<file path="config.mk">
export PLATFORM = sky130hd
export DESIGN_NAME = stable_sorted_priority_queue_core
export DESIGN_NICKNAME = d
export VERILOG_FILES = /design/src/hdl/sspq_pkg.sv /design/src/hdl/sspq_cell.sv /design/src/hdl/stable_sorted_priority_queue_core.sv
export SDC_FILE = /design/constraint.sdc
export NUM_CORES = 1
export LEC_CHECK = 0
export BUFFER_PORTS_ARGS = -buffer_cell sky130_fd_sc_hd__buf_4
export CAP_MARGIN = 20
export CORE_ASPECT_RATIO = 1.1
export CORE_MARGIN = 2
export CORE_UTILIZATION = 30
export DETAILED_ROUTE_END_ITERATION = 12
export PLACE_DENSITY = 0.42
export SETUP_SLACK_MARGIN = 0.1
export SYNTH_ARGS = -nofsm -noshare
export SYNTH_HDL_FRONTEND = slang
export SYNTH_HIERARCHICAL = 1
export SYNTH_SLANG_ARGS = --single-unit
</file>
<file path="constraint.sdc">
create_clock -name aclk -period 6.4 [get_ports aclk]
set_clock_uncertainty 0.1 [all_clocks]
set_input_delay 0.32 -clock aclk [delete_from_list [all_inputs] [get_ports aclk]]
set_output_delay 0.32 -clock aclk [all_outputs]
set_load 0.05 [all_outputs]
</file>
<file path="src/hdl/sspq_pkg.sv">
`timescale 1ns / 1ps

package sspq_pkg;

    // number of cells in the chain
    localparam int unsigned DEPTH = 16;
    // width of the occupancy counter, able to hold DEPTH itself
    localparam int unsigned CNT_W = $clog2(DEPTH + 1);

    localparam int unsigned ID_W  = 16;
    localparam int unsigned PRI_W = 8;
    localparam int unsigned OUT_CNT_W = 5;

    // operation codes
    localparam logic OP_PUSH = 1'b0;
    localparam logic OP_POP  = 1'b1;

    // priority reported by a pop on an empty queue
    localparam logic [PRI_W-1:0] EMPTY_POP_PRI = 8'd1;

    typedef enum logic [1:0] {
        ST_PUSHED      = 2'd0,
        ST_POPPED      = 2'd1,
        ST_EMPTY_POP   = 2'd2,
        ST_FULL_REJECT = 2'd3
    } status_t;

    // contents of one cell as seen by its neighbors
    typedef struct packed {
        logic             valid;
        logic [ID_W-1:0]  id;
        logic [PRI_W-1:0] pri;
    } cell_data_t;

    // command broadcast to every cell
    typedef struct packed {
        logic             push_en;
        logic             pop_en;
        logic [ID_W-1:0]  new_id;
        logic [PRI_W-1:0] new_pri;
    } cell_cmd_t;

endpackage

</file>
<file path="src/hdl/sspq_cell.sv">
`timescale 1ns / 1ps

module sspq_cell (
    input  logic                aclk,
    input  logic                aresetn,
    input  sspq_pkg::cell_cmd_t cmd,
    input  sspq_pkg::cell_data_t left_data,
    input  logic                left_behind,
    input  sspq_pkg::cell_data_t right_data,
    output sspq_pkg::cell_data_t data,
    output logic                behind
);

    sspq_pkg::cell_data_t data_reg;
    sspq_pkg::cell_data_t data_next;

    // new entry goes behind this one when it holds equal or higher priority
    assign behind = data_reg.valid && (data_reg.pri >= cmd.new_pri);
    assign data   = data_reg;

    // keep, shift down on push, take new entry, or shift up on pop
    always_comb begin
        data_next = data_reg;
        if (cmd.push_en) begin
            if (!left_behind) begin
                data_next = left_data;
            end else if (!behind) begin
                data_next.valid = 1'b1;
                data_next.id    = cmd.new_id;
                data_next.pri   = cmd.new_pri;
            end
        end else if (cmd.pop_en) begin
            data_next = right_data;
        end
    end

    always_ff @(posedge aclk) begin
        if (!aresetn) begin
            data_reg.valid <= 1'b0;
        end else begin
            data_reg.valid <= data_next.valid;
        end
        data_reg.id  <= data_next.id;
        data_reg.pri <= data_next.pri;
    end

endmodule

</file>
<file path="src/hdl/stable_sorted_priority_queue_core.sv">
`timescale 1ns / 1ps

// Stable sorted priority queue: a chain of DEPTH cells holds entries in
// descending priority, the head in cell 0. Each beat is a push or a pop; a
// push lands behind every stored entry of equal or higher priority, so equal
// priorities leave in arrival order. One beat is taken per clock: all cells
// compare against the new priority at once and shift by one place in the
// cycle the beat is accepted, and the result beat appears in the next cycle
// from the output register. The input is stalled only while a result waits
// and m_ready is low. A push to a full queue is rejected with a status; a pop
// on an empty queue returns id 0, priority 1 and an empty status.
module stable_sorted_priority_queue_core (
    input  logic        aclk,
    input  logic        aresetn,
    input  logic        s_valid,
    output logic        s_ready,
    input  logic        s_operation,
    input  logic [15:0] s_incident_id,
    input  logic [7:0]  s_incident_priority,
    output logic        m_valid,
    input  logic        m_ready,
    output logic [15:0] m_popped_id,
    output logic [7:0]  m_popped_priority,
    output logic [1:0]  m_status,
    output logic        m_now_empty,
    output logic [4:0]  m_entry_count
);

    localparam int unsigned DEPTH = sspq_pkg::DEPTH;
    localparam int unsigned CNT_W = sspq_pkg::CNT_W;

    sspq_pkg::cell_cmd_t  cmd;
    sspq_pkg::cell_data_t cell_q [DEPTH];
    logic [DEPTH-1:0]     behind;
    logic [DEPTH-1:0]     valid_vec;

    logic [CNT_W-1:0]     count_reg;
    logic [CNT_W-1:0]     count_next;
    logic                 s_fire;
    logic                 full;
    logic                 empty;

    logic                 m_valid_reg;
    logic [15:0]          m_popped_id_reg;
    logic [15:0]          m_popped_id_next;
    logic [7:0]           m_popped_priority_reg;
    logic [7:0]           m_popped_priority_next;
    sspq_pkg::status_t    m_status_reg;
    sspq_pkg::status_t    m_status_next;
    logic                 m_now_empty_reg;
    logic [4:0]           m_entry_count_reg;

    assign s_ready = !m_valid_reg || m_ready;
    assign s_fire  = s_valid && s_ready;
    assign full    = (count_reg == CNT_W'(DEPTH));
    assign empty   = (count_reg == '0);

    // command to the chain
    assign cmd.push_en = s_fire && (s_operation == sspq_pkg::OP_PUSH) && !full;
    assign cmd.pop_en  = s_fire && (s_operation == sspq_pkg::OP_POP) && !empty;
    assign cmd.new_id  = s_incident_id;
    assign cmd.new_pri = s_incident_priority;

    // cell chain
    for (genvar i = 0; i < DEPTH; i++) begin : g_cell
        sspq_pkg::cell_data_t left_d;
        sspq_pkg::cell_data_t right_d;
        logic                 left_b;

        if (i == 0) begin : g_first
            assign left_d = '0;
            assign left_b = 1'b1;
        end else begin : g_mid
            assign left_d = cell_q[i-1];
            assign left_b = behind[i-1];
        end

        if (i == DEPTH - 1) begin : g_last
            assign right_d = '0;
        end else begin : g_inner
            assign right_d = cell_q[i+1];
        end

        sspq_cell u_cell (
            .aclk       (aclk),
            .aresetn    (aresetn),
            .cmd        (cmd),
            .left_data  (left_d),
            .left_behind(left_b),
            .right_data (right_d),
            .data       (cell_q[i]),
            .behind     (behind[i])
        );

        assign valid_vec[i] = cell_q[i].valid;
    end

    // occupancy and result
    always_comb begin
        count_next             = count_reg;
        m_popped_id_next       = '0;
        m_popped_priority_next = '0;
        m_status_next          = sspq_pkg::ST_PUSHED;
        if (s_operation == sspq_pkg::OP_PUSH) begin
            if (full) begin
                m_status_next = sspq_pkg::ST_FULL_REJECT;
            end else begin
                count_next = count_reg + CNT_W'(1);
            end
        end else begin
            if (empty) begin
                m_status_next          = sspq_pkg::ST_EMPTY_POP;
                m_popped_priority_next = sspq_pkg::EMPTY_POP_PRI;
            end else begin
                m_status_next          = sspq_pkg::ST_POPPED;
                m_popped_id_next       = cell_q[0].id;
                m_popped_priority_next = cell_q[0].pri;
                count_next             = count_reg - CNT_W'(1);
            end
        end
    end

    always_ff @(posedge aclk) begin
        if (!aresetn) begin
            count_reg   <= '0;
            m_valid_reg <= 1'b0;
        end else begin
            if (s_fire) begin
                count_reg   <= count_next;
                m_valid_reg <= 1'b1;
            end else if (m_ready) begin
                m_valid_reg <= 1'b0;
            end
        end
        if (s_fire) begin
            m_popped_id_reg       <= m_popped_id_next;
            m_popped_priority_reg <= m_popped_priority_next;
            m_status_reg          <= m_status_next;
            m_now_empty_reg       <= (count_next == '0);
            m_entry_count_reg     <= 5'(count_next);
        end
    end

    assign m_valid           = m_valid_reg;
    assign m_popped_id       = m_popped_id_reg;
    assign m_popped_priority = m_popped_priority_reg;
    assign m_status          = m_status_reg;
    assign m_now_empty       = m_now_empty_reg;
    assign m_entry_count     = m_entry_count_reg;

    // checks
    logic [DEPTH-1:0] valid_inc;
    assign valid_inc = valid_vec + {{(DEPTH-1){1'b0}}, 1'b1};

    a_count_matches_cells: assert property (@(posedge aclk) disable iff (!aresetn)
        count_reg == CNT_W'($countones(valid_vec)))
        else $error("occupancy does not match occupied cells");

    a_cells_packed: assert property (@(posedge aclk) disable iff (!aresetn)
        (valid_inc & valid_vec) == '0)
        else $error("occupied cells are not a prefix of the chain");

    a_full_push_holds: assert property (@(posedge aclk) disable iff (!aresetn)
        (s_fire && s_operation == sspq_pkg::OP_PUSH && full) |=> $stable(count_reg))
        else $error("rejected push changed occupancy");

    a_empty_pop_status: assert property (@(posedge aclk) disable iff (!aresetn)
        (s_fire && s_operation == sspq_pkg::OP_POP && empty)
            |=> (m_status_reg == sspq_pkg::ST_EMPTY_POP && m_now_empty))
        else $error("pop on empty queue reported wrong result");

endmodule

</file>
Word-level counts from Yosys, hierarchy flattened
Index checks and enable logic that the tools add are counted.

Divide/modulo/power cells: 0. Shift operators: 0. Mux-type cells: 72. Bitwise logic cells: 1. Magnitude comparators: 16. Eq/ne operators: 17. Add/subtract/negate cells: 2. Reductions and logical operators: 46. Multiply operators: 0.

Operators with widths (count): 2-to-1 mux 25 bit (63); greater-or-equal comparator 8 bit (16); != test 3 bit, second input constant (15); AND reduction 2 bit (16); logical AND 1 bit (21); 2-to-1 mux 5 bit (3); logical NOT 5 bit (2); 2-to-1 mux 2 bit (3); adder 5 x 1 -> 5 bit, second input constant (1); equality test 5 bit, second input constant (1); subtractor 5 x 1 -> 5 bit, second input constant (1); nonzero test 2 bit (2); logical NOT 1 bit (3); 2-to-1 mux 1 bit (3); != test 2 bit, second input constant (1); OR reduction 2 bit (1); logical OR 1 bit (1); inverter 1 bit (1).

Memory bits (writable): 0. Bits in latches: 0. Register bits after elaboration: 438. Bits of input ports: 29. Word-level logic and storage cells: 210. Memory bits (read-only): 0. Memories kept: 0.

Logic depth before layout (Yosys ltp)
Gate-level depths: netlist of run 1.

Word-level depth: 7. Depth in mapped cells: 10. Depth with buffers taken out: 8.

Hierarchy
The synthesis of run 1 kept the hierarchy.

By module, submodules not included: sspq_cell at g_cell[0].u_cell ... (sequential area each 740.7 µm², cells an instance 139, area an instance 1470.2 µm², times used 9); sspq_cell at g_cell[3].u_cell ... (sequential area each 740.7 µm², cells an instance 139, area an instance 1481.4 µm², times used 7); stable_sorted_priority_queue_core (sequential area each 1081.0 µm², cells an instance 132, area an instance 1736.7 µm², times used 1).

Least setup slack after synthesis of run 1
No wires, ideal clock.

Path type: flip-flop to flip-flop. Start point: register m_valid_reg, in the netlist m_valid. End point: register g_cell[10].u_cell.data_reg (netlist bit g_cell[10].u_cell/data[0]) (enable). Required time: 5881 ps. Arrival: 4371 ps. Path slack: 1510 ps. Cell stages (with the launch flop): 7. Buffers on the path: 0. Path through: dfxtp_1 > nand2b_1 > nand2_1 > inv_1 > and3_1 > nor2_1 > a41oi_1.

RTL lines: start, declared (RTL line stable_sorted_priority_queue_core.sv:43) `logic m_valid_reg;`; start signal, assigned (RTL line stable_sorted_priority_queue_core.sv:126) `m_valid_reg <= 1'b0;`; start signal, assigned (RTL line stable_sorted_priority_queue_core.sv:130) `m_valid_reg <= 1'b1;`; start signal, assigned (RTL line stable_sorted_priority_queue_core.sv:132) `m_valid_reg <= 1'b0;`; end, declared (RTL line sspq_cell.sv:14) `sspq_pkg::cell_data_t data_reg;`.

==> results of run 1 <==
final timing paths:
check	start	cells past startpoint	endpoint	slack [ns]
max	count_reg[0]$_SDFFE_PN0P_	9	g_cell[1].u_cell/data[13]$_DFFE_PP_	2.49
min	s_incident_id[8]	3	g_cell[3].u_cell/data[16]$_DFFE_PP_	0.18
max reg2reg	count_reg[0]$_SDFFE_PN0P_	9	g_cell[1].u_cell/data[13]$_DFFE_PP_	2.49
min reg2reg	g_cell[15].u_cell/data[23]$_DFFE_PP_	2	g_cell[14].u_cell/data[23]$_DFFE_PP_	0.47
area by class of cell:
cell class / count / area [um2]
Fill cell: 8410 / 54710
Timing Repair Buffer: 103 / 818.3
Inverter: 150 / 563.0
Sequential cell: 438 / 12930
Clock buffer: 69 / 1405
Clock inverter: 26 / 227.7
Tap cell: 1130 / 1414
Multi-Input combinational cell: 1662 / 11400
worst reg2reg max path, delay by kind of cell, from the launching register on:
family / cells / cell delay, ns
buf+inv: 4 / 1.67
simple gates: 3 / 0.87
flops: 1 / 0.48
fa+ha+maj: 1 / 0.26
compound gates: 1 / 0.22
repair_timing:
item | in CTS | in global routing
hold buffers | 3 | 0
resized for setup | 0 | 0
setup endpoints to repair | 0 | 0
endpoints found under the hold margin | 2 | 0
metal layers:
| metal | vias to the layer above | global-route usage (%) | share of wire [%] |
|---|---|---|---|
| met1 | 8197 | 21.23 | 47 |
| met5 | - | 0 | 0 |
| met2 | 217 | 26.83 | 48 |
| met3 | 81 | 2.062 | 3.0 |
| met4 | 0 | 3.955 | 2.0 |
| li1 | 8629 | - | - |
power breakdown:
group | internal [mW] | switching, mW
logic | 0.492 | 0.875
clock network | 1.66 | 1.25
registers | 3.53 | 0.191
total | 5.68 | 2.31
per-stage QoR:
| stage | setup slack, ns | utilization (%) | cells | power, mW | area [um2] |
|---|---|---|---|---|---|
| 2_1_floorplan | 1.510 | - | 2404 | 4.678 | 25510 |
| 3_3_place_gp | 2.482 | 32.46 | 3480 | 5.136 | 27100 |
| 3_5_place_dp | 2.442 | 32.46 | 3480 | 5.165 | 27100 |
| 4_1_cts | 2.399 | 34.45 | 3578 | 8.137 | 28760 |
| 5_1_grt | 2.237 | 34.45 | 3578 | 8.395 | 28760 |
| 6_report | 2.490 | 34.45 | 3578 | 7.992 | 28760 |
cell usage in the layout, fill, tap and decap left out, types with 4 or more instances in the layout:
cell type	n
clkbuf_8	4
a211o_1	16
clkinv_1	17
o221ai_1	10
o311a_1	16
nand2_1	51
edfxtp_1	416
nand2b_1	9
a31oi_1	9
o221ai_2	7
clkbuf_1	13
and3_1	25
a41oi_2	16
or3_1	16
a21oi_1	418
a31oi_2	7
and2_2	8
ha_1	130
inv_1	150
o21ai_0	4
conb_1	51
buf_4	97
and2_1	9
dfxtp_1	22
or2b_1	9
clkbuf_16	52
mux2i_1	403
nor2_1	418
==> out/qor.yml, run 1 <==
run_status:
  outcome: "finished clean"
cts:
  clockBufferDepth: 3
  htree_num_levels: 2
  clock_latency_ns: 0.62
  postCtsSetupBuffers: 0
  cts.clk_slew.worst_paths_ns: 0.06
  cts_buffers: 52
  cts-root-buf: "clkbuf_16"
  clock_sinks: 438
  tritoncts: "done"
placed_design:
  hpwl_mm: 47.27
  port_buffers: 62
  gp_congestion: 0.7348
global_route:
  grt_start_max_net_pins: 207
  grtUsageTotal_pct: 15.80
  grt.overflow.total: 0
  grt_pass1_wl_mm: 107.5
  antenna_found_initial: 0
  grt_pass1_vias: 17710
sta:
  whs_ns: 0.1788
  fin_crit_sh_pct: 61.10
  finalHoldViolCount: 0
  slew_headroom_pct: 30.41
  fmax_ghz: 0.2557
  maxSlewViolCount: 0
  rsz0062_at_grt: "no"
  setup_viol: 0
  finalSetupTns_ns: 0
  tightest_slew_ns: 1.044
  period_needed_ns: 3.910
floorplanning:
  io_pins: 63
  core_area_mm2: 0.08347
  fp.dieW_um: 281.1
  dieArea_mm2: 0.08678
  die_h_um: 308.8
  rows: 111
  initial_core_util_pct: 30.35
route:
  viasPerCell: 4.786
  ant_nets: 0
  wl_mm: 68.73
  post_drt_wl_per_cell_um: 19.21
  via_count: 17120
  first_pass_iters: 5
  drc: 0
  drt_first_iter_violations: 1010
power:
  ir_worst_vdd_v: 0.0002011
  leakagePower_nw: 10.57
  cellPowerDensity_mw_per_mm2: 277.9
worst_setup_path:
  cp_num_buf_inv: 4
  arrival_ns: 4.13
  crit_path_end_kind: "register"
  cp_max_fo: 66
  cp.required_ns: 6.62
  crit_type: "register to register"
  cp_cell_sequence: "inv_1 -> ha_1 -> or3b_4 -> nor2_1 -> nor3_2 -> buf_4 -> buf_4 -> a41oi_2 -> buf_4"
  worst_path_largest_cell_delay_ns: 0.66
  cp_common_cell: "buf_4"
  crit_family: "buffers and inverters"
  crit_path_start_kind: "register"
  crit_slowest_cell: "buf_4"
cells_and_area:
  largest_reg_flops: 400
  drive_gt1_share_pct: 8.742
  final_nets: 2566
  area_delta_synth_final_pct: 13.53
  antenna_cells: 0
synthesis:
  yosys_warnings: 6
  syn-instance-count: 2355
  syn_area_mm2: 0.02533
  syn-mean-instance-area_um2: 10.76
min_path:
  hp-class: "primary input to register"
job:
  maxCapViolations: 0
Note: power is estimated with default switching activity, not from simulation.
==> inputs of run 2 (changes only) <==
==> constraint.sdc (replaced) <==
create_clock -name aclk -period 3.9 [get_ports aclk]
set_clock_uncertainty 0.1 [all_clocks]
set_input_delay 0.195 -clock aclk [delete_from_list [all_inputs] [get_ports aclk]]
set_output_delay 0.195 -clock aclk [all_outputs]
set_load 0.05 [all_outputs]
==> out/qor.yml, run 2 (synthesized netlist as in run 1, its figures left out) <==
floorplanning:
  dieArea_mm2: 0.08678
  rows: 111
  fp.dieW_um: 281.1
  die_h_um: 308.8
  core_area_mm2: 0.08347
  io_pins: 63
  initial_core_util_pct: 30.35
worst_setup_path:
  worst_path_largest_cell_delay_ns: 0.49
  crit_family: "buffers and inverters"
  cp_max_fo: 29
  cp.required_ns: 4.14
  crit_path_start_kind: "register"
  cp_common_cell: "buf_4"
  arrival_ns: 3.40
  r2r_setup_slack_ns: 0.74
  crit_slowest_cell: "dfxtp_1"
  r2r-start: "count_reg[0]$_SDFFE_PN0P_"
  cp_cell_sequence: "inv_1 -> ha_1 -> or3b_4 -> nor2_1 -> nor3_4 -> buf_12 -> buf_4 -> a41oi_2 -> buf_4"
  crit_type: "register to register"
  cp_num_buf_inv: 4
  ff2ff_path_depth: 9
  reg2reg_to: "g_cell[14].u_cell/data[23]$_DFFE_PP_"
  crit_path_end_kind: "register"
global_route:
  grt.overflow.total: 0
  grt_pass1_vias: 16660
  antenna_found_initial: 0
  grt_start_max_net_pins: 101
  grtUsageTotal_pct: 14.23
  grt_pass1_wl_mm: 97.54
cts:
  postCtsSetupBuffers: 0
  tritoncts: "done"
  cts-root-buf: "clkbuf_16"
  cts.clk_slew.worst_paths_ns: 0.06
  clock_latency_ns: 0.63
  clock_sinks: 438
  htree_num_levels: 2
  clockBufferDepth: 3
  cts_buffers: 55
placed_design:
  dpl_worst_slack_ns: 0.5343
  port_buffers: 62
  dpl_cell_area_mm2: 0.02744
  post-place-cells: 3516
  gp_congestion: 0.7367
  hpwl_mm: 45.31
run_status:
  outcome: "finished clean"
cells_and_area:
  multi_input_area_mm2: 0.01141
  final_nets: 2619
  largest_reg_flops: 400
  antenna_cells: 0
  fill_cells: 8425
  design_area_mm2: 0.02934
  final_cell_mix: "a21oi_1, nor2_1, edfxtp_1, mux2i_1, inv_1"
  stdcell_count: 3635
  area_delta_synth_final_pct: 15.83
  seq_area_mm2: 0.01293
  drive_gt1_share_pct: 10.58
  fin_util_pct: 35.15
power:
  ir_worst_vdd_v: 0.0003217
  leakagePower_nw: 10.89
  cellPowerDensity_mw_per_mm2: 450.0
min_path:
  hp-class: "primary input to register"
  worstHoldPathCells: 3
  hold_path_end: "g_cell[0].u_cell/data[12]$_DFFE_PP_"
  min_from: "s_incident_id[4]"
route:
  ant_nets: 0
  drc: 0
  drt_first_iter_violations: 1001
  viasPerCell: 4.629
  first_pass_iters: 5
  wl_mm: 62.15
  via_count: 16830
  post_drt_wl_per_cell_um: 17.10
sta:
  fin_crit_sh_pct: 80.91
  rsz0062_at_grt: "no"
  tightest_slew_ns: 0.6291
  maxSlewViolCount: 0
  finalHoldViolCount: 0
  finalSetupTns_ns: 0
  fmax_ghz: 0.3169
  period_needed_ns: 3.156
  final.setup.worst_slack_ns: 0.7444
  slew_headroom_pct: 58.06
  setup_viol: 0
job:
  maxCapViolations: 0
[run 2: cell count changes in the layout (fill, tap and decap cells not counted), sizes merged]
cell,previous run,this run
inv,151,150
dlygate4sd3,3,17
buf,100,136
clkinv,22,20
clkbuf,69,81
clkinvlp,0,1
bufinv,3,0
[run 2: area by class of cell]
class	instances	share of cell area, %
Clock buffer	81	5.399
Clock inverter	21	0.4947
Inverter	150	1.932
Multi-Input combinational cell	1662	38.88
Sequential cell	438	44.08
Tap cell	1130	4.819
Timing Repair Buffer	153	4.401
[run 2: worst max-delay path by stage]
stage	startpoint	end	slack [ns]	cells past startpoint
after detailed placement	s_incident_priority[7]	g_cell[15].u_cell/data[21]$_DFFE_PP_	0.53	11
after global routing	count_reg[0]$_SDFFE_PN0P_	g_cell[13].u_cell/data[12]$_DFFE_PP_	0.53	9
final	count_reg[0]$_SDFFE_PN0P_	g_cell[14].u_cell/data[23]$_DFFE_PP_	0.74	9
after CTS	count_reg[0]$_SDFFE_PN0P_	g_cell[14].u_cell/data[12]$_DFFE_PP_	0.69	9
after global placement	s_incident_priority[7]	g_cell[15].u_cell/data[16]$_DFFE_PP_	0.59	11
after floorplan	m_valid$_SDFFE_PN0P_	g_cell[0].u_cell/data[0]$_DFFE_PP_	0.13	6
[run 2: metal layers]
layer	global-route usage [%]	wire, um	up-vias
met5	0	0	-
met4	3.383	1239	0
met3	1.986	1962	73
met2	23.30	28600	223
met1	19.84	30340	7773
li1	-	-	8759
[run 2: power breakdown]
part	leakage (nW)	internal [mW]	switching, mW
sequential	4.10	5.79	0.312
clock	0.852	2.81	2.07
combinational	5.94	0.853	1.37
total	10.9	9.45	3.75
[run 2: worst reg2reg max path, delay by kind of cell, from the launching register on]
family	cells	cell delay [ns]
adders and majority gates	1	0.26
buffers and inverters	4	0.98
AOI/OAI and AO/OA	1	0.18
DFF	1	0.49
and+or+nand+nor	3	0.84
[run 2: metrics by stage]
step,hold WS [ns],power (mW)
after global placement,0.3974,8.389
final,0.06000,13.20
after global routing,0.03977,13.89
after CTS,0.002929,13.43
after floorplan,0.2125,7.686
after detailed placement,0.3984,8.437
[run 2: what timing repair did]
item                      4_1_cts  5_1_grt
hold buffers                   17        0
hold endpoints to repair       68        0
gates resized for setup         0        0
